`src/sv/sbsp_ram.sv`:
```
// ----------------------------------------------------------------------------
// Generic RAM
// One write port and one read port with a registered, enabled read.
// ----------------------------------------------------------------------------
module sbsp_ram #(
  parameter int unsigned WIDTH = 8,
  parameter int unsigned DEPTH = 256
) (
  input  logic                     clk,
  input  logic                     we,
  input  logic [$clog2(DEPTH)-1:0] waddr,
  input  logic [WIDTH-1:0]         wdata,
  input  logic                     re,
  input  logic [$clog2(DEPTH)-1:0] raddr,
  output logic [WIDTH-1:0]         rdata
);

  logic [WIDTH-1:0] mem [DEPTH];
  logic [WIDTH-1:0] rdata_r;

  // Write and registered read; the read data holds while re is low.
  always_ff @(posedge clk) begin
    if (we) begin
      mem[waddr] <= wdata;
    end
    if (re) begin
      rdata_r <= mem[raddr];
    end
  end

  assign rdata = rdata_r;

endmodule

```
`config.mk`:
```
export PLATFORM = sky130hd
export DESIGN_NAME = sbsp_ram
export DESIGN_NICKNAME = d
export VERILOG_FILES = /design/src/sv/sbsp_ram.sv
export SDC_FILE = /design/constraint.sdc
export NUM_CORES = 2
export LEC_CHECK = 0
export ABC_CLOCK_PERIOD_IN_PS = 3510
export BUFFER_PORTS_ARGS = -buffer_cell sky130_fd_sc_hd__buf_2
export CORE_UTILIZATION = 60
export DETAILED_ROUTE_END_ITERATION = 6
export PLACE_DENSITY = 0.79
export SKIP_CTS_REPAIR_TIMING = 1
export SLEW_MARGIN = 20
export SYNTH_ARGS = -nofsm -noshare
export SYNTH_HDL_FRONTEND = slang
export SYNTH_SLANG_ARGS = --single-unit
```
`constraint.sdc`:
```
create_clock -name clk -period 3.51 [get_ports clk]
set_input_delay 0.5265 -clock clk [delete_from_list [all_inputs] [get_ports clk]]
set_output_delay 0.5265 -clock clk [all_outputs]
set_load 0.02 [all_outputs]
```
==> metrics <==
Via-to-Cell Ratio=6.85; Worst Tran Pin Value=1.18 ns; Sequential Power Share=53.6%; fraction of registers with async set/reset=0%; core footprint=0.132 mm2; initial DRC count=6453; detailed-route via count=41900; clock network fraction of total power=41.3%; Synth Instances=3733; Die X=366 um; DP Wirelength=120000 um; Internal=0.0398 W; R2R cell count=5; Buffers on Ports=34; routability congestion estimate=0.886; iteration count of the initial detailed-routing pass=7; syn nets=3760; VDD IR max=0.685 mV; Tot GR Track Use=30.1%; NetSw=0.0109 W; register bit total from synthesis=2056; WL final=200000 um; syn avg cell area=21.3 um2; commonest cells in the netlist=edfxtp_1 (2056), mux4_2 (454), nor2_1 (282); Hold WC Path Type=input pin to flop; first-pass GRT wire length=291000 um; Avg WL per Cell=32.7 um; leading area contributor after synthesis=edfxtp_1; CTS tree=done; pin count of the biggest net entering global routing=129; CP Launch Type=input pin; Cell Pwr Density=556 mW/mm2; fin cells=6112; num ports=35; ys flop type=edfxtp_1; Place WS=-0.269 ns; Slew Limit Fails=0; fin util=69.1%; Max Cap Violations=0; Residual DRC=0; Final #Nets=4210; sw frac=21.4%; Final Hold Fails=0; setup_tns=0 ns; leading cell type by number of instances after synthesis=edfxtp_1; CP max FO=22; Layout Skew=0.0377 ns; Critical Path Start=raddr[0]; reg-to-reg critical path startpoint=mem[216][3]; DP Cell Count=5741; status=finished clean; initial antenna violation count=9; root buffer cell=clkbuf_16; Netlist cell types=54; CP required=4.05 ns; vias in the first global route=42500; Die H=366 um; Slew headroom=21.0%; area of the mapped netlist=0.0796 mm2; Fillers=7395; top cell type's share of synthesized area=77.5%; TritonCTS Buffers=195; WS Path Type=input pin to flop; RSZ-0062 raised after global routing=no; grt ovf=0; count of endpoints failing setup in the final report=0; ANT nets after route=0; Worst R2R Setup Slack=0.49 ns; Comb pwr share=5.2%; clock sinks=2056; Area Growth Syn to Fin=14.3%; synth warn=0; synth top area cells=edfxtp_1 (78%), mux4_2 (13%), mux2i_1 (1.7%); Period Utilization, post-route=87.7%; Worst EP arrival=3.62 ns; Rows=133; clock-pin slew of the registers on the worst-case setup and hold paths=0.06 ns; clk buf depth=3; Reg-to-Reg End=rdata[3]; share of post-route cells with drive strength above 1=28.6%; worst skew pair latency=0.84 ns; f_max=0.325 GHz; Worst Setup Slack, final=0.431 ns; EDFF count, synth=2056; Starting Density=60.5%; min cycle time layout=3.08 ns; P_leak=29.1 nW; crit path capture type=flop; post-synthesis sequential area ratio=77.5%; CTS H-tree lvls=4; worst setup path endpoint=rdata[3]; die area=0.134 mm2
==> worst min-delay path by stage <==
stage	start	end	slack (ns)	depth (start not counted)
floorplan	wdata[0]	mem[0][0]	0.63	0
global placement	re	rdata[3]	0.96	1
detailed placement	re	rdata[5]	0.96	1
CTS	re	rdata[5]	0.07	1
global route	re	rdata[5]	0.08	1
finish	re	rdata[0]	0.12	1
==> worst max-delay path: stages <==
cell and delay [ns]:
buf_8 0.22, buf_12 0.24, buf_4 0.22, mux4_2 0.52
a22o_1 0.26, a221oi_1 0.62, o32ai_1 0.20, nor3_1 0.62
nor4_1 0.14
==> sequential cells by signal, summed over array words and instances, names as in the netlist <==
signal and count:
mem 2048, rdata 8
==> per-stage QoR <==
stage / area [um2] / power [W] / hold slack (ns)
after floorplan: 79600 / 0.0289 / 0.625
final: 91000 / 0.0506 / 0.119
after CTS: 91000 / 0.0507 / 0.0667
after detailed placement: 84700 / 0.0302 / 0.962
after global routing: 91000 / 0.0517 / 0.0847
after global placement: 84700 / 0.0301 / 0.956
==> area by class of cell <==
cell class | count | area, um2 | share of cell area [%]
Clock buffer | 231 | 5080 | 5.58
Multi-Input combinational cell | 1442 | 16500 | 18.1
Sequential cell | 2056 | 61700 | 67.8
Inverter | 2 | 7.51 | 0.00825
Antenna cell | 6 | 15.0 | 0.0165
Tap cell | 1755 | 2200 | 2.41
Timing Repair Buffer | 486 | 4240 | 4.66
Clock inverter | 134 | 1250 | 1.38
==> cells in the final DEF, fill, tap and decap left out, drive strengths merged, types with 10 or more instances in the layout <==
cell / instances
edfxtp: 2056
buf: 478
mux4: 456
nor2: 282
clkbuf: 239
mux2i: 134
a22oi: 133
clkinv: 100
a21oi: 96
o221ai: 47
nand3: 34
nand2: 33
nor2b: 31
o22ai: 28
nor4: 27
nor3: 22
bufinv: 18
a211oi: 16
a221oi: 14
o21ai: 12
nand4: 10
o211ai: 10
inv: 10
==> kinds of logic (layout without fill, tap and decap cells) <==
logic type	after synthesis	count (layout)	synth area share, %
mux	591	591	14.6
compound gates	385	385	3.42
flops	2056	2056	77.5
simple gates	466	466	2.63
other cells	0	6	0
buf+inv	235	853	1.83
==> metal layers <==
layer	global-route usage [%]	share of wire (%)	wire length, um
met4	13.3	4.7	9460
met5	0	0.025	50
met3	7.26	12	24600
met1	40.6	35	69800
met2	47.5	48	96100
==> power by group through the flow <==
stage	Clock [W]	Sequential (W)	Combinational, W
2_1_floorplan	0	0.0276	0.00132
3_3_place_gp	0	0.0276	0.00249
3_5_place_dp	0	0.0276	0.00255
4_1_cts	0.0210	0.0271	0.00259
5_1_grt	0.0219	0.0271	0.00271
6_report	0.0209	0.0271	0.00262
(Power assumes the default switching activity.)
