--- src/sv/sbsp_pkg.sv ---
// ----------------------------------------------------------------------------
// Seekable byte stream ports package
// Shared constants, codes and handshake structures for the port block.
// ----------------------------------------------------------------------------
package sbsp_pkg;

  // Store geometry.
  localparam int unsigned INPUT_DEPTH = 32768;
  localparam int unsigned FILE_DEPTH  = 262144;
  localparam int unsigned IN_AW       = $clog2(INPUT_DEPTH);
  localparam int unsigned FILE_AW     = $clog2(FILE_DEPTH);

  // Field widths fixed by the port definition.
  localparam int unsigned IN_PTR_W   = 16;
  localparam int unsigned FILE_PTR_W = 24;
  localparam int unsigned IN_SIZE_W  = 16;
  localparam int unsigned FILE_SIZE_W = 19;
  localparam int unsigned CFG_DATA_W = 19;
  localparam int unsigned LOAD_W     = 18;

  // Access kinds carried in the mode field.
  typedef enum logic [1:0] {
    MODE_READ      = 2'd0,
    MODE_WRITE     = 2'd1,
    MODE_LOAD_IN   = 2'd2,
    MODE_LOAD_FILE = 2'd3
  } mode_t;

  // Port numbers with a meaning.
  localparam logic [7:0] PORT_CONSOLE   = 8'd0;
  localparam logic [7:0] PORT_IN_SEEK   = 8'd1;
  localparam logic [7:0] PORT_FILE      = 8'd2;
  localparam logic [7:0] PORT_FILE_SEEK = 8'd3;
  localparam logic [7:0] PORT_ERROR     = 8'd4;

  // Configuration register indexes.
  localparam logic CFG_INPUT_SIZE = 1'b0;
  localparam logic CFG_FILE_SIZE  = 1'b1;

  // Request toward the input store.
  typedef struct packed {
    logic             we;
    logic [IN_AW-1:0] waddr;
    logic [7:0]       wdata;
    logic             re;
    logic [IN_AW-1:0] raddr;
  } in_req_t;

  // Request toward the file store.
  typedef struct packed {
    logic               we;
    logic [FILE_AW-1:0] waddr;
    logic [7:0]         wdata;
    logic               re;
    logic [FILE_AW-1:0] raddr;
  } file_req_t;

  // Result fields decided at accept time, plus which store read to pick up.
  typedef struct packed {
    logic       rd_in;
    logic       rd_file;
    logic [7:0] rd_val;
    logic       emit;
    logic       chan;
    logic [7:0] emit_val;
    logic       bad;
  } meta_t;

endpackage

--- src/sv/sbsp_ctrl.sv ---
// ----------------------------------------------------------------------------
// Port decoder and pointer control
// Holds the size registers and both stream pointers, decodes each accepted
// transaction and issues the store reads and writes that it needs.
// ----------------------------------------------------------------------------
module sbsp_ctrl
  import sbsp_pkg::*;
(
  input  logic                  clk,
  input  logic                  rst_n,
  input  logic                  cfg_valid,
  input  logic                  cfg_index,
  input  logic [CFG_DATA_W-1:0] cfg_data,
  input  logic                  accept,
  input  logic [1:0]            mode,
  input  logic [7:0]            port,
  input  logic [7:0]            data,
  input  logic [LOAD_W-1:0]     load_addr,
  output in_req_t               in_req,
  output file_req_t             file_req,
  output meta_t                 meta
);

  localparam logic [IN_PTR_W:0]   IN_DEPTH_V   = (IN_PTR_W+1)'(INPUT_DEPTH);
  localparam logic [FILE_PTR_W:0] FILE_DEPTH_V = (FILE_PTR_W+1)'(FILE_DEPTH);

  logic [IN_SIZE_W-1:0]   input_size_r;
  logic [FILE_SIZE_W-1:0] file_size_r;
  logic [IN_PTR_W-1:0]    in_ptr_r, in_ptr_nxt;
  logic                   phase_r, phase_nxt;
  logic [FILE_PTR_W-1:0]  file_ptr_r, file_ptr_nxt;
  logic [1:0]             seek_cnt_r, seek_cnt_nxt;

  logic [IN_PTR_W:0]     in_cap;
  logic [FILE_PTR_W:0]   file_cap;
  logic [FILE_PTR_W:0]   load_ext;
  logic                  in_avail;
  logic                  file_avail;

  // Valid sizes capped at the store depths, and end-of-data checks.
  always_comb begin
    in_cap = ({1'b0, input_size_r} < IN_DEPTH_V) ? {1'b0, input_size_r} : IN_DEPTH_V;
    file_cap = ((FILE_PTR_W+1)'(file_size_r) < FILE_DEPTH_V) ?
               (FILE_PTR_W+1)'(file_size_r) : FILE_DEPTH_V;
    load_ext   = (FILE_PTR_W+1)'(load_addr);
    in_avail   = {1'b0, in_ptr_r} < in_cap;
    file_avail = {1'b0, file_ptr_r} < file_cap;
  end

  // Decode of one transaction.
  always_comb begin
    in_ptr_nxt   = in_ptr_r;
    phase_nxt    = phase_r;
    file_ptr_nxt = file_ptr_r;
    seek_cnt_nxt = seek_cnt_r;
    meta         = '0;
    in_req       = '0;
    file_req     = '0;
    in_req.raddr  = in_ptr_r[IN_AW-1:0];
    file_req.raddr = file_ptr_r[FILE_AW-1:0];
    in_req.wdata  = data;
    file_req.wdata = data;
    in_req.waddr  = load_ext[IN_AW-1:0];
    file_req.waddr = load_ext[FILE_AW-1:0];
    if (accept) begin
      case (mode_t'(mode))
        MODE_LOAD_IN: begin
          in_req.we = load_ext < (FILE_PTR_W+1)'(INPUT_DEPTH);
        end
        MODE_LOAD_FILE: begin
          file_req.we = load_ext < FILE_DEPTH_V;
        end
        MODE_READ: begin
          case (port)
            PORT_CONSOLE: begin
              if (in_avail) begin
                in_req.re   = 1'b1;
                meta.rd_in  = 1'b1;
                in_ptr_nxt  = in_ptr_r + IN_PTR_W'(1);
              end
            end
            PORT_IN_SEEK: begin
              meta.rd_val = phase_r ? in_ptr_r[7:0] : in_ptr_r[15:8];
              phase_nxt   = ~phase_r;
            end
            PORT_FILE: begin
              if (file_avail) begin
                file_req.re  = 1'b1;
                meta.rd_file = 1'b1;
                file_ptr_nxt = file_ptr_r + FILE_PTR_W'(1);
              end
            end
            PORT_FILE_SEEK: begin
              meta.rd_val = (seek_cnt_r != 2'd0) ? {6'd0, seek_cnt_r}
                                                 : {7'd0, ~file_avail};
            end
            default: begin
              meta.bad = 1'b1;
            end
          endcase
        end
        MODE_WRITE: begin
          case (port)
            PORT_CONSOLE, PORT_ERROR: begin
              meta.emit     = 1'b1;
              meta.chan     = (port == PORT_ERROR);
              meta.emit_val = data;
            end
            PORT_IN_SEEK: begin
              in_ptr_nxt = phase_r ? (in_ptr_r | {8'd0, data}) : {data, 8'd0};
              phase_nxt  = ~phase_r;
            end
            PORT_FILE: begin
              if (file_avail) begin
                file_req.we    = 1'b1;
                file_req.waddr = file_ptr_r[FILE_AW-1:0];
                file_ptr_nxt   = file_ptr_r + FILE_PTR_W'(1);
              end
            end
            PORT_FILE_SEEK: begin
              case (seek_cnt_r)
                2'd0: begin
                  file_ptr_nxt = {data, 16'd0};
                  seek_cnt_nxt = 2'd1;
                end
                2'd1: begin
                  file_ptr_nxt = file_ptr_r | {8'd0, data, 8'd0};
                  seek_cnt_nxt = 2'd2;
                end
                default: begin
                  file_ptr_nxt = file_ptr_r | {16'd0, data};
                  seek_cnt_nxt = 2'd0;
                end
              endcase
            end
            default: begin
              meta.bad = 1'b1;
            end
          endcase
        end
        default: begin
          meta.bad = 1'b0;
        end
      endcase
    end
  end

  // Pointer state and size registers.
  always_ff @(posedge clk) begin
    if (!rst_n) begin
      input_size_r <= '0;
      file_size_r  <= '0;
      in_ptr_r     <= '0;
      phase_r      <= 1'b0;
      file_ptr_r   <= '0;
      seek_cnt_r   <= 2'd0;
    end else begin
      in_ptr_r   <= in_ptr_nxt;
      phase_r    <= phase_nxt;
      file_ptr_r <= file_ptr_nxt;
      seek_cnt_r <= seek_cnt_nxt;
      if (cfg_valid && (cfg_index == CFG_INPUT_SIZE)) begin
        input_size_r <= cfg_data[IN_SIZE_W-1:0];
      end
      if (cfg_valid && (cfg_index == CFG_FILE_SIZE)) begin
        file_size_r <= cfg_data[FILE_SIZE_W-1:0];
      end
    end
  end

endmodule

--- config.mk ---
export PLATFORM = sky130hd
export DESIGN_NAME = sbsp_ctrl
export DESIGN_NICKNAME = d
export VERILOG_FILES = /design/src/sv/sbsp_pkg.sv /design/src/sv/sbsp_ctrl.sv
export SDC_FILE = /design/constraint.sdc
export NUM_CORES = 1
export LEC_CHECK = 0
export BUFFER_PORTS_ARGS = -buffer_cell sky130_fd_sc_hd__buf_2
export CORE_MARGIN = 3
export CORE_UTILIZATION = 40
export CTS_CLUSTER_DIAMETER = 50
export DETAILED_ROUTE_END_ITERATION = 10
export GPL_TIMING_DRIVEN = 0
export PLACE_DENSITY = 0.63
export SYNTH_ARGS = -nofsm -noshare
export SYNTH_HDL_FRONTEND = slang
export SYNTH_SLANG_ARGS = --single-unit
--- constraint.sdc ---
create_clock -name clk -period 4 [get_ports clk]
set_input_delay 0.6 -clock clk [delete_from_list [all_inputs] [get_ports clk]]
set_output_delay 0.6 -clock clk [all_outputs]
set_load 0.05 [all_outputs]
==> run metrics, run 1 <==
run status=completed; vias in the first global route=5,820; power per standard cell area=292.4 mW/mm^2; final critical-path share of the clock period=96.39%; Post-Syn Instances=791; dpl cell area=0.006927 mm^2; multi-input combinational cell area=0.003620 mm^2; Post-Syn Area per Cell=7.427 um^2; count of cell types in the netlist=66; maximum operating frequency=0.2594 GHz; part of the power in registers=37.8%; Sink Count=78; total number of vias=6,421; type of the worst min-delay path=flop to flop; post-route ant nets=0; maximum buffer depth of the clock tree=2; root buffer cell=sky130_fd_sc_hd__clkbuf_16; Final Hold Vio Count=0; share of final-layout standard cells stronger than drive strength 1=29.16%; buffers and inverters on the worst path=4; number of remaining DRC errors=0; Final GP Congestion=0.9412; row cnt=43; type of the setup path with the least slack=flop to output port; share of synthesized area occupied by flip-flops and latches=26.58%; number of buffers added to fix hold violations after cts=0; share of flip-flops with an asynchronous set or reset after synthesis=0%; Filler Cells Inserted=1,467; leading cell types by total area after synthesis=sky130_fd_sc_hd__dfxtp_1 (27%), sky130_fd_sc_hd__nand2_1 (9.5%), sky130_fd_sc_hd__buf_4 (8.4%), sky130_fd_sc_hd__a21oi_1 (7.5%), sky130_fd_sc_hd__ha_1 (7.5%); Most used DFF post-synth=sky130_fd_sc_hd__dfxtp_1; combinational share of power=20.4%; net count after synthesis=886; number of flops mapped to enable cells by yosys=0; global-route usage over all layers=23.94%; final std cell area, no fill=0.007372 mm^2; number of setup violations in the final report=0; post-synthesis cell type with the largest combined area=sky130_fd_sc_hd__dfxtp_1; minimum hold slack=0.4562 ns; post-layout net count=1,064; max_cap viols=0; final core area utilization=52.30%; yosys synthesis warning count=0; effective utilization at floorplan=41.67%; setup clock skew after layout=0.009674 ns; average via count per standard cell=5.564; Synth top area share=26.58%; number of antenna violations at the first check in global routing=0; Crit path arrival time=3.26 ns; diode count=0; half-perimeter wire length after detailed placement=14,890 um; H-tree depth=3; Area Growth Syn to Fin=25.50%; power share of the clock group=41.8%; Clk Latency, worst-skew pair=0.36 ns; proportion of total power due to net switching=30.19%; startpoint type of the worst setup path=flop; startpoint of the most critical register-to-register path=input_size_r[15]; most common library cell in the layout ignoring fill and taps=sky130_fd_sc_hd__buf_2; data required time at the worst endpoint=3.40 ns; iteration count of the initial detailed-routing pass=8; placeable core region=0.01410 mm^2; count of input and output buffers=163; worst-case vdd ir drop=0.2637 mV; post-synthesis register bit count=78; TritonCTS clock tree=yes; cell family with the largest share of critical-path delay=compound AO/OA/AOI/OAI gates; Num CTS Buffers=9; Worst Path Max Fanout=8; time the worst path needs with I/O delays and setup=3.856 ns; setup repair after global routing missed its margin=no; pin count of the biggest net entering global routing=18; cell-internal power=0.001505 W; Sw Pwr=0.0006507 W; floorplan die height=127.2 um; Least-Margin Pin Slew=0.7992 ns; slowest cell on the critical path=sky130_fd_sc_hd__a2111o_1; relative slew slack=46.61%; final WL=19,740 um; max-slew violations=0; combined area of all synthesized cells=0.005874 mm^2; total congestion overflow after global routing=0; I/O pins=167; most frequent cells in the layout=sky130_fd_sc_hd__buf_2 (149), sky130_fd_sc_hd__nand2_1 (148), sky130_fd_sc_hd__a21oi_1 (88); wire length of the first global-routing pass=30,820 um; Top cell by count, worst path=sky130_fd_sc_hd__buf_4; Die Outline Area=0.01618 mm^2; crit-path cells=inv_4 > buf_4 > nand2_1 > ha_1 > a21oi_1 > o21ai_0 > a2111o_1 > a211oi_4 > nand4b_4 > nor2_4 > buf_12 > mux2_2 > buf_4; Worst Setup End Kind=output port; Critical Path Start=file_size_r[18]; hold path startpoint=file_size_r[10]; Clock Pin Slew Worst Setup and Hold Paths=0.06 ns; FF+latch area=0.001564 mm^2; x dimension of the die=127.2 um; First DRT Iteration DRCs=519; static power due to leakage=3.265 nW; worst stage delay on the critical path=0.41 ns; WL/cell=17.11 um
## cell type report
type,count,share of cell area (%)
buffer,107,9.080
clock inverter,4,0.9504
tap,180,3.055
inverter,14,0.7468
sequential,78,21.22
multi-input combinational,591,49.10
clock buffer,12,3.344
timing repair buffer,168,12.51
## worst paths after layout
path                     endpoint  slack [ns]  cells past startpoint
setup / recovery     file_req[31]        0.14                     13
hold / removal    file_size_r[10]        0.46                      2
setup reg to reg     in_ptr_r[12]        0.57                     12
hold reg to reg   file_size_r[10]        0.46                      2
## Yosys cell counts, drive strengths merged, types with 3 or more instances
library cell,instances
nand2,148
a21oi,88
dfxtp,78
buf,74
nor2,52
ha,35
clkbuf,34
o21ai,33
nand3,22
mux2,18
and2,17
nand4,17
nor3,17
and3,14
mux2i,13
inv,12
o221a,10
and4,9
a211oi,8
or3,8
a31oi,7
nand2b,6
nor2b,6
nor4,6
a21o,5
a22oi,4
a41oi,4
a311oi,3
o211a,3
o31ai,3
## sequential cells by signal, indices dropped and copies added, names as in the netlist
signal,flops
seek_cnt_r,2
phase_r,1
file_size_r,19
input_size_r,16
file_ptr_r,24
in_ptr_r,16
## power groups by stage
stage	clock (W)	sequential [W]	combinational, W
6_report	0.000900	0.000815	0.000440
5_1_grt	0.000936	0.000818	0.000475
4_1_cts	0.000912	0.000815	0.000436
3_5_place_dp	0	0.000832	0.000426
3_3_place_gp	0	0.000832	0.000424
2_1_floorplan	0	0.000825	0.000299
## worst reg2reg max path: cells and delay by family (launching register included)
| kind | cells | cell delay, ns |
|---|---|---|
| flops | 1 | 0.32 |
| simple gates | 5 | 0.96 |
| buf+inv | 3 | 0.92 |
| compound gates | 3 | 0.82 |
| fa+ha+maj | 1 | 0.31 |
## kinds of logic (layout without fill, tap and decap cells)
kind of cell,after synthesis,after routing,synth area share (%)
adder cells (fa/ha/maj),35,35,7.455
buffers and inverters,122,305,12.25
AO/OA/AOI/OAI,190,190,20.58
multiplexers,31,31,5.666
AND/OR/NAND/NOR,334,334,27.33
XOR/XNOR,1,1,0.1491
flip-flops,78,78,26.58
## routing by layer
layer / share of wire, % / up-vias / global-route usage (%)
met5: 0 / - / 0
met2: 43 / 327 / 35.96
met4: 2.5 / 0 / 8.454
li1: - / 3136 / -
met3: 9.8 / 44 / 6.271
met1: 44 / 2914 / 33.23
## per-stage QoR
step | instances | total power (W) | worst slack, ns | TNS, ns
after floorplan | 791 | 0.001124 | 0.05353 | 0
after global placement | 1134 | 0.001256 | -0.2080 | -2.386
after detailed placement | 1134 | 0.001257 | -0.2431 | -2.978
after CTS | 1154 | 0.002163 | 0.0007692 | 0
after global routing | 1154 | 0.002229 | 0.007081 | 0
final | 1154 | 0.002156 | 0.1443 | 0
## what timing repair did
action	in CTS	in global routing
resized for setup	25	9
pin swaps	3	3
setup endpoints to repair	22	20
buffers inserted	4	0
cloned	1	0
Note: power is estimated with default switching activity, not from simulation.
==> run 2, diff against run 1 <==
CORE_ASPECT_RATIO = 1.75   (was not set)
CORE_MARGIN = 8   (was 3)
==> run 2 against run 1 <==
Clock skew barely moved; first-iteration DRC count fell by 21%; clock power rose by 2.3%; critical path depth rose by 2; setup slack got worse by 0.046 ns; register-to-register slack barely moved; hold slack got worse by 0.00067 ns; largest cell class unchanged; largest power group unchanged; highest routed layer unchanged.
==> run metrics, run 2 (synthesized netlist as in run 1, its figures left out) <==
root buffer cell=sky130_fd_sc_hd__clkbuf_16 (unchanged); final critical-path share of the clock period=97.55% (was 96.39%); Sink Count=78 (unchanged); setup clock skew after layout=0.009615 ns (was 0.009674 ns); Least-Margin Pin Slew=0.8148 ns (was 0.7992 ns); number of antenna violations at the first check in global routing=0 (unchanged); diode count=0 (unchanged); Die Outline Area=0.01897 mm^2 (was 0.01618 mm^2); number of flip-flops in the largest register=24 (unchanged); placeable core region=0.01437 mm^2 (was 0.01410 mm^2); number of setup violations in the final report=0 (unchanged); most common library cell in the layout ignoring fill and taps=sky130_fd_sc_hd__buf_2 (unchanged); met1 usage=22.94% (was 33.23%); most frequent cells in the layout=sky130_fd_sc_hd__buf_2 (150), sky130_fd_sc_hd__nand2_1 (147), sky130_fd_sc_hd__a21oi_1 (87) (was sky130_fd_sc_hd__buf_2 (149), sky130_fd_sc_hd__nand2_1 (148), sky130_fd_sc_hd__a21oi_1 (88)); busiest layer in global routing=met2 (unchanged); pin count of the biggest net entering global routing=16 (was 18); static power due to leakage=3.358 nW (was 3.265 nW); relative slew slack=45.57% (was 46.61%); vias in the first global route=6,368 (was 5,820); average via count per standard cell=5.563 (was 5.564); iteration count of the initial detailed-routing pass=5 (was 8); final worst slack=0.09785 ns (was 0.1443 ns); I/O pins=167 (unchanged); Crit path arrival time=3.30 ns (was 3.26 ns); post-route ant nets=0 (unchanged); total congestion overflow after global routing=0 (unchanged); Top reg by flops=file_ptr_r (unchanged); First DRT Iteration DRCs=412 (was 519); TritonCTS clock tree=yes (unchanged); accumulated negative setup slack=0 ns (unchanged); worst-case vdd ir drop=0.2304 mV (was 0.2637 mV); Clk Latency, worst-skew pair=0.35 ns (was 0.36 ns); total number of vias=6,459 (was 6,421); post-layout net count=1,071 (was 1,064); WL/cell=19.49 um (was 17.11 um); Clock Pin Slew Worst Setup and Hold Paths=0.06 ns (about the same); dpl ws=-0.3076 ns (was -0.2431 ns); Area Growth Syn to Fin=29.37% (was 25.50%); x dimension of the die=107.6 um (was 127.2 um); biggest registers after layout=file_ptr_r: 24 flops, file_size_r: 19 flops (unchanged); number of buffers added to fix hold violations after cts=0 (unchanged); power per standard cell area=290.3 mW/mm^2 (was 292.4 mW/mm^2); max-slew violations=0 (unchanged); maximum operating frequency=0.2563 GHz (was 0.2594 GHz); Final GP Congestion=0.9360 (was 0.9412); final standard cell count with taps included and fillers excluded=1,161 (was 1,154); Placed Cells incl. Taps=1,134 (unchanged); half-perimeter wire length after detailed placement=17,500 um (was 14,890 um); time the worst path needs with I/O delays and setup=3.902 ns (was 3.856 ns); number of remaining DRC errors=0 (unchanged); Num CTS Buffers=9 (unchanged); row cnt=58 (was 43); Worst Path Max Fanout=5 (was 8); H-tree depth=3 (unchanged); startpoint type of the worst setup path=flop (unchanged); floorplan die height=176.3 um (was 127.2 um); run status=completed (unchanged); count of input and output buffers=163 (unchanged); data required time at the worst endpoint=3.40 ns (about the same); wire length of the first global-routing pass=34,810 um (was 30,820 um); final WL=22,630 um (was 19,740 um); type of the setup path with the least slack=flop to output port (unchanged); fraction of met2 tracks used by global routing=43.83% (was 35.96%); effective utilization at floorplan=40.88% (was 41.67%); Final Hold Vio Count=0 (unchanged); max_cap viols=0 (unchanged); maximum buffer depth of the clock tree=2 (unchanged); routing usage on met3=4.600% (was 6.271%); Worst Setup End Kind=output port (unchanged); share of final-layout standard cells stronger than drive strength 1=30.78% (was 29.16%); final core area utilization=52.89% (was 52.30%); global-route usage over all layers=23.37% (was 23.94%); type of the worst min-delay path=flop to flop (unchanged)
==> run 2: metal layers <==
layer / vias to the layer above / wire, um
li1: 3155 / -
met1: 3006 / 7967
met2: 244 / 12330
met3: 54 / 1415
met4: 0 / 923
met5: - / 0
==> run 2: final cells by class <==
| type | count | area [um^2] |
|---|---|---|
| Fill cell | 1474 | 6769 |
| Multi-Input combinational cell | 591 | 3666 |
| Sequential cell | 78 | 1569 |
| Timing Repair Buffer | 173 | 1061 |
| Buffer | 108 | 681.9 |
| Clock buffer | 9 | 225.2 |
| Tap cell | 180 | 225.2 |
| Clock inverter | 7 | 105.1 |
| Inverter | 14 | 60.06 |
| Timing Repair inverter | 1 | 6.256 |
==> run 2: stage by stage <==
step | total power [W] | cell area [um^2] | hold WS (ns)
floorplan | 0.001124 | 5886 | 0.4314
global placement | 0.001262 | 6927 | 0.4452
detailed placement | 0.001264 | 6927 | 0.4467
CTS | 0.002199 | 7483 | 0.4563
global route | 0.002287 | 7600 | 0.4762
finish | 0.002207 | 7600 | 0.4555
==> run 2: final timing paths <==
path / from / to / slack [ns] / depth (start not counted)
min reg2reg: file_size_r[5] / file_size_r[5] / 0.46 / 2
max: file_size_r[18] / file_req[41] / 0.1 / 15
min: file_size_r[5] / file_size_r[5] / 0.46 / 2
max reg2reg: input_size_r[15] / in_ptr_r[9] / 0.56 / 12
==> run 2: power by group <==
part / internal, W / switching, W
clock network: 0.000557 / 0.000365
registers: 0.000796 / 0.0000205
logic: 0.000161 / 0.000307
total: 0.00151 / 0.000692
==> run 2: critical path, cell delays in order (launching register included) <==
cell and delay (ns):
sky130_fd_sc_hd__dfxtp_4 0.40, sky130_fd_sc_hd__inv_8 0.05, sky130_fd_sc_hd__buf_8 0.12, sky130_fd_sc_hd__nand2_2 0.07
sky130_fd_sc_hd__ha_4 0.20, sky130_fd_sc_hd__a21oi_2 0.13, sky130_fd_sc_hd__o21ai_1 0.08, sky130_fd_sc_hd__a2111o_1 0.46
sky130_fd_sc_hd__a211oi_4 0.26, sky130_fd_sc_hd__buf_6 0.16, sky130_fd_sc_hd__nand4b_4 0.10, sky130_fd_sc_hd__nor2_4 0.16
sky130_fd_sc_hd__buf_12 0.14, sky130_fd_sc_hd__buf_8 0.12, sky130_fd_sc_hd__mux2_1 0.33, sky130_fd_sc_hd__buf_6 0.16
==> run 2: timing repair <==
action,4_1_cts,5_1_grt
buffers inserted,7,1
endpoints found under the setup margin,22,21
cloned,1,2
gates resized for setup,42,22
pin swaps,3,5
==> run 3, diff against run 2 <==
ABC_AREA = 1   (was not set)
PLACE_DENSITY = 0.62   (was 0.63)
==> run 3 against run 2 <==
Power rose by 5.0%; via count increased by 8.5%; combinational power grew 15%; critical endpoint is now file_req[31]; final cell count increased by 21%; sequential share of layout area shrank 0.60 points; wire length shrank 1.7%; critical path depth rose by 2; highest routed layer unchanged; final area is 2.5% higher; synthesized cell count grew 31%; core utilization down 3.6 points; first-iteration DRC count shrank 7.0%; maximum frequency rose by 6.4%; critical path type unchanged.
==> run metrics, run 3 <==
post-route ant nets=0 (unchanged); number of flip-flops in the largest register=24 (unchanged); power per standard cell area=297.4 mW/mm^2 (was 290.3 mW/mm^2); Final GP Congestion=0.9857 (was 0.9360); maximum operating frequency=0.2727 GHz (was 0.2563 GHz); worst-case vdd ir drop=0.2026 mV (was 0.2304 mV); accumulated negative setup slack=0 ns (unchanged); largest family of logic cells by synthesized area=simple AND/OR/NAND/NOR gates (unchanged); vias in the first global route=6,771 (was 6,368); setup repair after global routing missed its margin=no; Num CTS Buffers=9 (unchanged); static power due to leakage=4.028 nW (was 3.358 nW); setup clock skew after layout=0.008564 ns (was 0.009615 ns); count of input and output buffers=165 (was 163); combined area of all synthesized cells=0.006391 mm^2 (was 0.005874 mm^2); maximum buffer depth of the clock tree=2 (unchanged); post-synthesis compound-gate area fraction=15.25% (was 20.58%); share of synthesized area occupied by flip-flops and latches=24.43% (was 26.58%); TritonCTS clock tree=yes (unchanged); final WL=22,240 um (was 22,630 um); final standard cell count with taps included and fillers excluded=1,405 (was 1,161); data required time at the worst endpoint=3.40 ns (about the same); number of antenna violations at the first check in global routing=1 (was 0); most frequent cells in the layout=sky130_fd_sc_hd__nand2_1 (245), sky130_fd_sc_hd__nor2_1 (190), sky130_fd_sc_hd__buf_2 (171) (was sky130_fd_sc_hd__buf_2 (150), sky130_fd_sc_hd__nand2_1 (147), sky130_fd_sc_hd__a21oi_1 (87)); leading cell types by total area after synthesis=sky130_fd_sc_hd__dfxtp_1 (24%), sky130_fd_sc_hd__nand2_1 (14%), sky130_fd_sc_hd__nor2_1 (11%), sky130_fd_sc_hd__buf_4 (8.2%), sky130_fd_sc_hd__ha_1 (6.9%) (was sky130_fd_sc_hd__dfxtp_1 (27%), sky130_fd_sc_hd__nand2_1 (9.5%), sky130_fd_sc_hd__buf_4 (8.4%), sky130_fd_sc_hd__a21oi_1 (7.5%), sky130_fd_sc_hd__ha_1 (7.5%)); floorplan die height=183.2 um (was 176.3 um); average via count per standard cell=4.989 (was 5.563); Synth Area in Simple Gates=35.47% (was 27.33%); global-route usage over all layers=21.54% (was 23.37%); max_cap viols=0 (unchanged); row cnt=61 (was 58); half-perimeter wire length after detailed placement=18,110 um (was 17,500 um); First DRT Iteration DRCs=383 (was 412); pin count of the biggest net entering global routing=15 (was 16); type of the worst min-delay path=flop to flop (unchanged); total congestion overflow after global routing=0 (unchanged); Area Growth Syn to Fin=21.87% (was 29.37%); Least-Margin Pin Slew=0.6257 ns (was 0.8148 ns); Placed Cells incl. Taps=1,389 (was 1,134); Sink Count=78 (unchanged); max-slew violations=0 (unchanged); final core area utilization=49.30% (was 52.89%); post-layout net count=1,305 (was 1,071); Final Hold Vio Count=0 (unchanged); number of flops mapped to enable cells by yosys=0 (unchanged); share of flip-flops with an asynchronous set or reset after synthesis=0% (unchanged); Post-Syn Instances=1,035 (was 791); final std cell area, no fill=0.007789 mm^2 (was 0.007600 mm^2); Post-Syn Area per Cell=6.175 um^2 (was 7.427 um^2); Die Outline Area=0.02044 mm^2 (was 0.01897 mm^2); relative slew slack=58.29% (was 45.57%); adder-cell share of the synthesized area=6.852% (was 7.455%); Worst Setup End Kind=output port (unchanged); number of buffers added to fix hold violations after cts=0 (unchanged); wire length of the first global-routing pass=35,130 um (was 34,810 um); run status=completed (unchanged); Clk Latency, worst-skew pair=0.35 ns (about the same); placeable core region=0.01580 mm^2 (was 0.01437 mm^2); xor and xnor area share after synthesis=1.782% (was 0.1491%); net count after synthesis=1,130 (was 886); type of the setup path with the least slack=flop to output port (unchanged); yosys synthesis warning count=0 (unchanged); proportion of synthesized area in mux cells=0% (was 5.666%); count leader, synth=sky130_fd_sc_hd__nand2_1 (unchanged); WL/cell=15.83 um (was 19.49 um); most frequent cells after synthesis=sky130_fd_sc_hd__nand2_1 (245), sky130_fd_sc_hd__nor2_1 (190), sky130_fd_sc_hd__inv_1 (84) (was sky130_fd_sc_hd__nand2_1 (148), sky130_fd_sc_hd__a21oi_1 (88), sky130_fd_sc_hd__dfxtp_1 (78)); Final Total Pwr=0.002317 W (was 0.002207 W); Crit path arrival time=3.07 ns (was 3.30 ns); Clock Pin Slew Worst Setup and Hold Paths=0.06 ns (about the same); total number of vias=7,009 (was 6,459); Synth top area share=24.43% (was 26.58%); startpoint type of the worst setup path=flop (unchanged); post-synthesis cell type with the largest combined area=sky130_fd_sc_hd__dfxtp_1 (unchanged); H-tree depth=3 (unchanged); number of setup violations in the final report=0 (unchanged); x dimension of the die=111.6 um (was 107.6 um); Worst Path Max Fanout=11 (was 5); Top reg by flops=file_ptr_r (unchanged); biggest registers after layout=file_ptr_r: 24 flops, file_size_r: 19 flops (unchanged); most common library cell in the layout ignoring fill and taps=sky130_fd_sc_hd__nand2_1 (was sky130_fd_sc_hd__buf_2); effective utilization at floorplan=40.45% (was 40.88%); number of remaining DRC errors=0 (unchanged); iteration count of the initial detailed-routing pass=5 (unchanged); final critical-path share of the clock period=91.69% (was 97.55%); Most used DFF post-synth=sky130_fd_sc_hd__dfxtp_1 (unchanged); time the worst path needs with I/O delays and setup=3.668 ns (was 3.902 ns); root buffer cell=sky130_fd_sc_hd__clkbuf_16 (unchanged); setup fix buffers added after clock tree synthesis=0 (was 7); post-synthesis register bit count=78 (unchanged); share of final-layout standard cells stronger than drive strength 1=25.35% (was 30.78%); count of cell types in the netlist=42 (was 66); Filler Cells Inserted=1,707 (was 1,474); dpl cell area=0.007453 mm^2 (was 0.006927 mm^2); I/O pins=167 (unchanged)
==> run 3: changes by cell type after synthesis, sizes merged, moves of 15 or more <==
cell	change
inv	+83
and2	-17
o21ai	+65
a21oi	-23
nand3	+25
mux2	-18
nor2	+151
clkbuf	-15
nand2	+104
==> run 3: cell type report <==
type,count,area [um^2],share of cell area [%]
Antenna cell,1,2.502,0.03213
Buffer,98,664.4,8.530
Clock buffer,10,239.0,3.068
Clock inverter,6,93.84,1.205
Inverter,97,369.1,4.739
Multi-Input combinational cell,761,3794,48.71
Sequential cell,78,1562,20.05
Tap cell,189,236.5,3.036
Timing Repair Buffer,165,828.3,10.63
==> run 3: power by group <==
group | internal (W) | switching [W]
Sequential | 0.000811 | 0.0000363
Combinational | 0.000171 | 0.000368
Clock | 0.000568 | 0.000362
Total | 0.00155 | 0.000766
==> run 3: stage by stage <==
step | hold WS [ns] | setup WS, ns
final | 0.4833 | 0.3323
after global routing | 0.4995 | 0.004930
after CTS | 0.4825 | 0.1510
after detailed placement | 0.4729 | 0.2146
after global placement | 0.4632 | 0.2563
after floorplan | 0.4554 | 0.3706
==> run 3: cell families (layout without fill, tap and decap cells) <==
kind of cell	after synthesis	after routing
AO/OA/AOI/OAI	179	179
XOR/XNOR	13	13
adder cells (fa/ha/maj)	35	35
buffers and inverters	196	376
flip-flops	78	78
other	0	1
AND/OR/NAND/NOR	534	534
==> run 3: critical path, stage by stage (launching register included) <==
cell	delay (ns)
sky130_fd_sc_hd__dfxtp_1	0.31
sky130_fd_sc_hd__inv_2	0.14
sky130_fd_sc_hd__clkbuf_2	0.25
sky130_fd_sc_hd__nand2_1	0.08
sky130_fd_sc_hd__ha_1	0.29
sky130_fd_sc_hd__nand2_1	0.07
sky130_fd_sc_hd__inv_1	0.05
sky130_fd_sc_hd__nand2_1	0.06
sky130_fd_sc_hd__nand2_1	0.05
sky130_fd_sc_hd__nand3_1	0.08
sky130_fd_sc_hd__nand3_1	0.13
sky130_fd_sc_hd__inv_1	0.15
sky130_fd_sc_hd__nand2_4	0.10
sky130_fd_sc_hd__inv_4	0.16
sky130_fd_sc_hd__nand3_4	0.16
sky130_fd_sc_hd__buf_4	0.22
sky130_fd_sc_hd__o21ai_1	0.13
sky130_fd_sc_hd__buf_2	0.28
==> run 3: path summary, 6_finish.rpt <==
| path | startpoint | end | depth (start not counted) | slack [ns] |
|---|---|---|---|---|
| worst max-delay path | file_size_r[18] | file_req[31] | 17 | 0.33 |
| worst min-delay path | file_size_r[5] | file_size_r[5] | 2 | 0.48 |
| worst max register to register | input_size_r[15] | in_ptr_r[4] | 15 | 1.42 |
| worst min register to register | file_size_r[5] | file_size_r[5] | 2 | 0.48 |
==> run 3: per-layer routing <==
metal | up-vias | GRT usage, % | share of wire, %
met3 | 66 | 4.445 | 5.5
met4 | 0 | 13.81 | 5.8
li1 | 3622 | - | -
met5 | - | 0 | 0
met1 | 3106 | 20.55 | 36
met2 | 215 | 40.95 | 53
==> run 3: timing repair <==
action / in CTS / in global routing
endpoints found under the setup margin: 19 / 18
gates resized for setup: 1 / 2
cloned: 0 / 0
